--- src/rtl/hsid_pkg.sv ---
// shared types, codes and defaults for the hash set insert unit
package hsid_pkg;

    // field widths fixed by the interface
    localparam int KEY_W    = 32;
    localparam int STATUS_W = 2;
    localparam int BUCKET_W = 10;

    // default geometry
    localparam int NUM_BUCKETS_DEF = 1021;
    localparam int WAYS_DEF        = 4;

    // result status codes
    localparam logic [STATUS_W-1:0] ST_INSERTED = 2'd0;
    localparam logic [STATUS_W-1:0] ST_PRESENT  = 2'd1;
    localparam logic [STATUS_W-1:0] ST_FULL     = 2'd2;

    // sequencer states
    typedef enum logic [2:0] {
        S_CLEAR,
        S_IDLE,
        S_DIV,
        S_FILL,
        S_CMP
    } t_state;

    // remainder unit phases: two reciprocal halves, quotient back-multiply, subtract
    typedef enum logic [1:0] {
        M_LO,
        M_HI,
        M_QN,
        M_SUB
    } t_mod_phase;

    // handshake between the sequencer and the remainder unit
    typedef struct packed {
        logic busy;
        logic done;
    } t_mod_status;

endpackage

--- src/rtl/hsid_mod.sv ---
// remainder unit: key modulo bucket count by reciprocal multiply on one shared multiplier
module hsid_mod #(
    parameter int NUM_BUCKETS = hsid_pkg::NUM_BUCKETS_DEF,
    parameter int BKT_W       = $clog2(NUM_BUCKETS)
) (
    input  logic                     i_clk,
    input  logic                     i_rst_n,
    input  logic                     i_start,
    input  logic [hsid_pkg::KEY_W-1:0] i_key,
    output hsid_pkg::t_mod_status    o_status,
    output logic [BKT_W-1:0]         o_rem
);
    import hsid_pkg::*;

    localparam int MUL_W  = 17;
    localparam int PROD_W = KEY_W + MUL_W;
    localparam int ACC_W  = PROD_W + MUL_W;
    localparam int SHIFT  = KEY_W + $clog2(NUM_BUCKETS);
    // ceil(2^SHIFT / NUM_BUCKETS) gives the exact quotient for every 32-bit key
    localparam longint unsigned RECIP =
        ((64'd1 << SHIFT) + 64'(NUM_BUCKETS) - 64'd1) / 64'(NUM_BUCKETS);
    localparam logic [MUL_W-1:0] RECIP_LO = MUL_W'(RECIP);
    localparam logic [MUL_W-1:0] RECIP_HI = MUL_W'(RECIP >> MUL_W);
    localparam logic [MUL_W-1:0] DIVISOR  = MUL_W'(NUM_BUCKETS);

    t_mod_phase        r_phase, n_phase;
    logic [KEY_W-1:0]  r_key, n_key;
    logic [ACC_W-1:0]  r_acc, n_acc;
    logic [BKT_W-1:0]  r_rem, n_rem;
    logic              r_busy, n_busy;
    logic              r_done, n_done;
    logic [KEY_W-1:0]  w_mul_a;
    logic [MUL_W-1:0]  w_mul_b;
    logic [PROD_W-1:0] w_prod;
    logic [KEY_W-1:0]  w_quot;
    logic [KEY_W-1:0]  w_diff;

    // shared multiplier, quotient and remainder
    assign w_prod = w_mul_a * w_mul_b;
    assign w_quot = KEY_W'(r_acc >> SHIFT);
    assign w_diff = r_key - r_acc[KEY_W-1:0];

    // phase sequence
    always_comb begin
        n_phase = r_phase;
        n_busy  = r_busy;
        n_done  = 1'b0;
        if (i_start) begin
            n_phase = M_LO;
            n_busy  = 1'b1;
        end else if (r_busy) begin
            unique case (r_phase)
                M_LO:  n_phase = M_HI;
                M_HI:  n_phase = M_QN;
                M_QN:  n_phase = M_SUB;
                M_SUB: begin
                    n_busy = 1'b0;
                    n_done = 1'b1;
                end
                default: n_phase = M_LO;
            endcase
        end
    end

    // multiplier operands per phase
    always_comb begin
        w_mul_a = r_key;
        w_mul_b = RECIP_LO;
        unique case (r_phase)
            M_HI: w_mul_b = RECIP_HI;
            M_QN: begin
                w_mul_a = w_quot;
                w_mul_b = DIVISOR;
            end
            default: begin
            end
        endcase
    end

    // datapath next values
    always_comb begin
        n_key = r_key;
        n_acc = r_acc;
        n_rem = r_rem;
        if (i_start) begin
            n_key = i_key;
        end else if (r_busy) begin
            unique case (r_phase)
                M_LO:  n_acc = {{MUL_W{1'b0}}, w_prod};
                M_HI:  n_acc = r_acc + {w_prod, {MUL_W{1'b0}}};
                M_QN:  n_acc = {{MUL_W{1'b0}}, w_prod};
                M_SUB: n_rem = w_diff[BKT_W-1:0];
                default: begin
                end
            endcase
        end
    end

    // control state
    always_ff @(posedge i_clk) begin
        if (!i_rst_n) begin
            r_phase <= M_LO;
            r_busy  <= 1'b0;
            r_done  <= 1'b0;
        end else begin
            r_phase <= n_phase;
            r_busy  <= n_busy;
            r_done  <= n_done;
        end
    end

    // datapath
    always_ff @(posedge i_clk) begin
        r_key <= n_key;
        r_acc <= n_acc;
        r_rem <= n_rem;
    end

    assign o_status.busy = r_busy;
    assign o_status.done = r_done;
    assign o_rem         = r_rem;

endmodule

--- config.mk ---
export PLATFORM = sky130hd
export DESIGN_NAME = hsid_mod
export DESIGN_NICKNAME = d
export VERILOG_FILES = /design/src/rtl/hsid_pkg.sv /design/src/rtl/hsid_mod.sv
export SDC_FILE = /design/constraint.sdc
export NUM_CORES = 1
export LEC_CHECK = 0
export BUFFER_PORTS_ARGS = -buffer_cell sky130_fd_sc_hd__buf_2
export CAP_MARGIN = 20
export CORE_ASPECT_RATIO = 0.8
export CORE_MARGIN = 3
export CORE_UTILIZATION = 30
export CTS_BUF_LIST = sky130_fd_sc_hd__clkbuf_2 sky130_fd_sc_hd__clkbuf_4 sky130_fd_sc_hd__clkbuf_8
export DETAILED_ROUTE_END_ITERATION = 7
export GPL_ROUTABILITY_DRIVEN = 0
export PLACE_DENSITY_LB_ADDON = 0.15
export SYNTH_ARGS = -nofsm -noshare
export SYNTH_HDL_FRONTEND = slang
export SYNTH_SLANG_ARGS = --single-unit
--- constraint.sdc ---
create_clock -name i_clk -period 20.5 [get_ports i_clk]
set_input_delay 2.05 -clock i_clk [delete_from_list [all_inputs] [get_ports i_clk]]
set_output_delay 2.05 -clock i_clk [all_outputs]
set_load 0.005 [all_outputs]
=== Yosys cells after proc, flatten, opt, wreduce, memory -nomap -nowiden ===
Index checks and enable logic that the tools add are counted.

* Mux-type cells: 8
* Add/subtract/negate cells: 2
* Reduce and logical (&&, ||, !) cells: 9
* Multiply operators: 1
* Equality and inequality tests: 3
* Bitwise logic cells: 3

{| class="wikitable"
|+ Operators with widths
! kind !! count
|-
| one-hot mux 66 bit (2 select lines) || 1
|-
| adder 66 bit || 1
|-
| multiplier 32 x 17 -> 49 bit || 1
|-
| two-way mux 32 bit || 1
|-
| one-hot mux 16 bit (2 select lines) || 1
|-
| subtractor 10 bit || 1
|-
| one-hot mux 2 bit (3 select lines) || 1
|-
| AND reduction 3 bit || 2
|-
| equality test 2 bit, second input constant || 2
|-
| two-way mux 1 bit || 4
|-
| OR reduction 2 bit || 2
|-
| inverter 1 bit || 3
|-
| nonzero test 3 bit || 1
|-
| OR reduction 3 bit || 1
|-
| equality test 2 x 1 -> 1 bit, second input constant || 1
|-
| logical NOT 2 bit || 1
|-
| AND reduction 2 bit || 1
|-
| nonzero test 2 bit || 1
|}

* Word-level logic and storage cells: 32
* Flip-flop bits (word level): 112
* Output and inout bits: 12
* Input bits: 35

=== Longest topological paths before layout ===
* Word-level depth: 5
* Depth in mapped cells: 42
* Mapped depth without buffers: 40

=== Worst setup path before layout ===
OpenSTA, ideal clock, no wires.

* Path type: register to register
* From: register r_phase[0]
* To: register r_acc[65] (data pin)
* Data arrival time: 8.783 ns
* Data required time: 20.231 ns
* Clock period less this slack: 9.052 ns
* Stages on the path, launching flop included: 40
* Path buffers: 4
* Setup slack: 11.448 ns
* Library setup time: 0.269 ns
* Cell sequence: dfxtp_1 -> inv_1 -> ha_1 -> clkbuf_1 -> inv_1 -> clkbuf_1 -> clkbuf_1 -> a21oi_1 -> inv_1 -> ha_1 -> xor2_1 -> fa_1 -> inv_1 -> fa_1 -> inv_1 -> fa_1 -> inv_1 -> fa_1 -> [4 not listed] -> nand4_1 -> nor3_1 -> a211o_1 -> o21ai_0 -> nand2_1 -> a311o_1 -> a211oi_1 -> xnor2_1 -> ha_1 -> clkbuf_1 -> nand4_1 -> nor3_1 -> a2111o_1 -> or4b_1 -> and2_1 -> o311ai_2 -> or2_2 -> a21oi_1

* Longest elaborated chain between the ends: 5
* Elaborated cells between the ends (all ways): 9
* Those cells by class: add/sub (1); mul (1); eq/ne (2); mux (3); reduce/logical (2)

{| class="wikitable"
|+ Ends and longest elaborated chain
! item !! line !! RTL
|-
| start, declared || hsid_mod.sv:26 || <nowiki>t_mod_phase r_phase, n_phase;</nowiki>
|-
| start signal, assigned || hsid_mod.sv:106 || <nowiki>r_phase <= n_phase;</nowiki>
|-
| equality test 2 bit / equality test 2 x 1 -> 1 bit (equally long branches) || hsid_mod.sv:69, hsid_mod.sv:88 ||
|-
| one-hot mux 16 bit (2 select lines) / two-way mux 32 bit (equally long branches) || hsid_mod.sv:69 || <nowiki>unique case (r_phase)</nowiki>
|-
| multiplier 32 x 17 -> 49 bit || hsid_mod.sv:39 || <nowiki>assign w_prod = w_mul_a * w_mul_b;</nowiki>
|-
| adder 66 bit || hsid_mod.sv:90 || <nowiki>M_HI: n_acc = r_acc + {w_prod, {MUL_W{1'b0}}};</nowiki>
|-
| one-hot mux 66 bit (2 select lines) * || hsid_mod.sv:88 || <nowiki>unique case (r_phase)</nowiki>
|-
| end signal, assigned || hsid_mod.sv:115 || <nowiki>r_acc <= n_acc;</nowiki>
|-
| end, declared || hsid_mod.sv:28 || <nowiki>logic [ACC_W-1:0] r_acc, n_acc;</nowiki>
|}

Mark *: on every way between the ends. The rest lies on a longest branch, timed or not.
A chain may end at the register's enable or synchronous reset.

=== Worst setup path after layout ===
Ends and elaborated chain as after synthesis.

==> results.yml <==
run_status:
  outcome: "finished, final reports clean"
synthesis:
  avgSynthCellArea_um2: 9.12
  ys_async_sr_fraction_pct: 0
  synth_cells: 2086
  synth-seq-cells: 105
  synth_ff_type: "edfxtp_1"
  synth_warnings: 0
  ys_seq_area_share_pct: 16.4
  syn-cell-area_um2: 19000
  synth_edf_count: 101
  synthDistinctLibCells: 67
critical_path:
  cpMaxStageDelayCell: "a21boi_0"
  critPathMaxFanout: 35
  reg2reg_slack_ns: 9.17
  crit_type: "reg -> reg"
  startpoint_type: "flip-flop"
  critPathArrivalTime_ns: 11.52
  slowest_delay_ns: 0.64
  timing.rr.start: "r_phase[0]$_SDFFE_PP0P_"
  cp-startpoint: "r_phase[0]$_SDFFE_PP0P_"
  cp_common_cell: "inv_1"
  worst_ep_required_time_ns: 20.69
  critPathCaptureType: "flip-flop"
clock_network:
  ctsLongestPathBuffers: 2
  cts_resized: 0
  path_clk_slew_ns: 0.14
  hold_buffers: 0
  worstSkewPairLatency_ns: 0.47
  htreeDepth: 3
  cts_tree: "done"
  numCtsBuffers: 9
  ctsRootBufferMaster: "clkbuf_8"
  clock-sinks: 105
  postCtsSetupRepairBufs: 0
min_path:
  min_path_type: "reg -> reg"
  worstHoldStart: "r_phase[0]$_SDFFE_PP0P_"
placement:
  portBuffers: 46
  dp_hpwl_mm: 49.2
  placed_cell_area_um2: 20300
grt:
  grt-ovfl-total: 0
  antenna_found_initial: 2
  grtUsageTotal_pct: 17.8
  grt_pass1_vias: 14800
  grt_start_max_net_pins: 57
  grt_pass1_wl_mm: 90.2
sta:
  maxSlewHeadroom_pct: 36.7
  finalSetupViolCount: 0
  worst_pin_slew_ns: 0.941
  finalHoldViolCount: 0
  finalCritPeriodShare_pct: 55.2
  rsz0062_at_grt: "false"
  skew_ns: 0.0304
  max_freq_mhz: 88.3
  maxSlewViolCount: 0
  fin_crit_ns: 11.33
  setup_tns_ns: 0
finish:
  drive_above_1_share_pct: 4.81
  area_growth_syn_to_layout_pct: 7.39
  final_util_pct: 33.0
  num-nets-final: 2677
  layout_common_cells: "387 x inv_1, 299 x ha_1, 227 x fa_1, 170 x nor2_1, 153 x nand2_1"
  fin_area_um2: 20400
  final_common_cell: "inv_1"
floorplan:
  die_area_um2: 66500
  top_level_ports: 47
  rows: 81
  fp.dieH_um: 231
  coreArea_um2: 61900
  start_util_pct: 30.7
  die_w_um: 288
drt:
  wl_mm: 57.4
  routedWlPerCell_um: 19.4
  ant_nets: 0
  route.detailed.drc: 0
  initialDrtViolationCount: 1056
  drtPass1Iterations: 6
  vias: 14400
  routed_via_density: 4.88
job:
  maxCapViolations: 0
[cell type report]
class	instances	area, um^2
Tap cell	830	1040
Inverter	387	1450
Timing Repair Buffer	59	348
Multi-Input combinational cell	1553	14300
Clock buffer	9	124
Fill cell	6464	41500
Sequential cell	105	3110
Clock inverter	7	45.0
Antenna cell	2	5.00
[cells in the mapped netlist, types with 3 or more instances]
cell	count	area [um^2]
inv_1	387	1450
ha_1	300	3750
fa_1	227	4540
nor2_1	171	642
nand2_1	153	574
a21oi_1	145	726
edfxtp_1	101	3030
o21ai_0	70	350
xnor2_1	67	587
xor2_1	60	526
clkbuf_1	53	199
a21o_1	46	345
o21bai_1	38	285
nand4_1	21	131
nor3_1	18	90.1
and2_1	17	106
o211ai_1	16	120
nand2b_1	15	93.8
nand3_1	15	75.1
nor2b_1	15	93.8
mux2_2	13	146
o21a_1	13	97.6
a211oi_1	11	82.6
a31oi_1	10	62.6
o31ai_1	9	67.6
a21boi_0	7	52.6
a211o_1	5	43.8
o2111ai_1	5	43.8
dfxtp_1	4	80.1
nor4_1	4	25.0
or2_2	4	25.0
a221oi_1	3	26.3
a311o_1	3	30.0
a41oi_1	3	26.3
and4_1	3	26.3
buf_1	3	11.3
nor3b_1	3	22.5
o22ai_1	3	18.8
o31a_1	3	26.3
o41ai_1	3	26.3
or3_1	3	18.8
[kinds of logic (layout without fill, tap and decap cells)]
group	after synthesis	after routing	synth area share, %
AO/OA/AOI/OAI	412	412	13.9
XOR/XNOR	127	127	5.84
adder cells (fa/ha/maj)	527	527	43.6
buffers and inverters	447	462	8.87
flip-flops	105	105	16.4
multiplexers	15	15	0.874
other	2	23	0.0395
AND/OR/NAND/NOR	451	451	10.5
[registers in the layout (all words and copies together), names as in the netlist]
register  count
r_done        1
o_rem        10
r_key        32
r_busy        1
r_acc        59
r_phase       2
[per-layer routing]
| layer | vias to the layer above | GRT usage (%) | wire length, um |
|---|---|---|---|
| met5 | - | 0 | 0 |
| met4 | 0 | 3.04 | 570 |
| met3 | 27 | 2.70 | 2920 |
| met2 | 351 | 24.6 | 22800 |
| met1 | 7086 | 28.8 | 31100 |
| li1 | 6944 | - | - |
[metrics by stage]
step	worst slack (ns)	hold WS, ns	std cells
3_5_place_dp	9.43	0.549	2934
2_1_floorplan	11.45	0.509	2105
6_report	9.17	0.566	2952
3_3_place_gp	9.00	0.527	2933
4_1_cts	9.31	0.568	2950
5_1_grt	8.80	0.586	2951
[worst max-delay path: cells and delay by family, from the launching register on]
family,cells,cell delay (ns)
and+or+nand+nor,7,1.40
DFF,1,0.37
buffers and inverters,10,1.87
xor gates and xnor gates,2,0.70
AOI/OAI and AO/OA,9,2.83
adders and majority gates,9,3.84
[worst paths after layout]
kind	to	cells after the start
setup / recovery	r_acc[65]$_SDFFCE_PN0P_	37
hold / removal	r_phase[0]$_SDFFE_PP0P_	2
setup reg to reg	r_acc[65]$_SDFFCE_PN0P_	37
hold reg to reg	r_phase[0]$_SDFFE_PP0P_	2
Power is left out: the tool's default activity adds up to more than one toggle a clock period on the data nets, which glitch-free logic cannot reach.
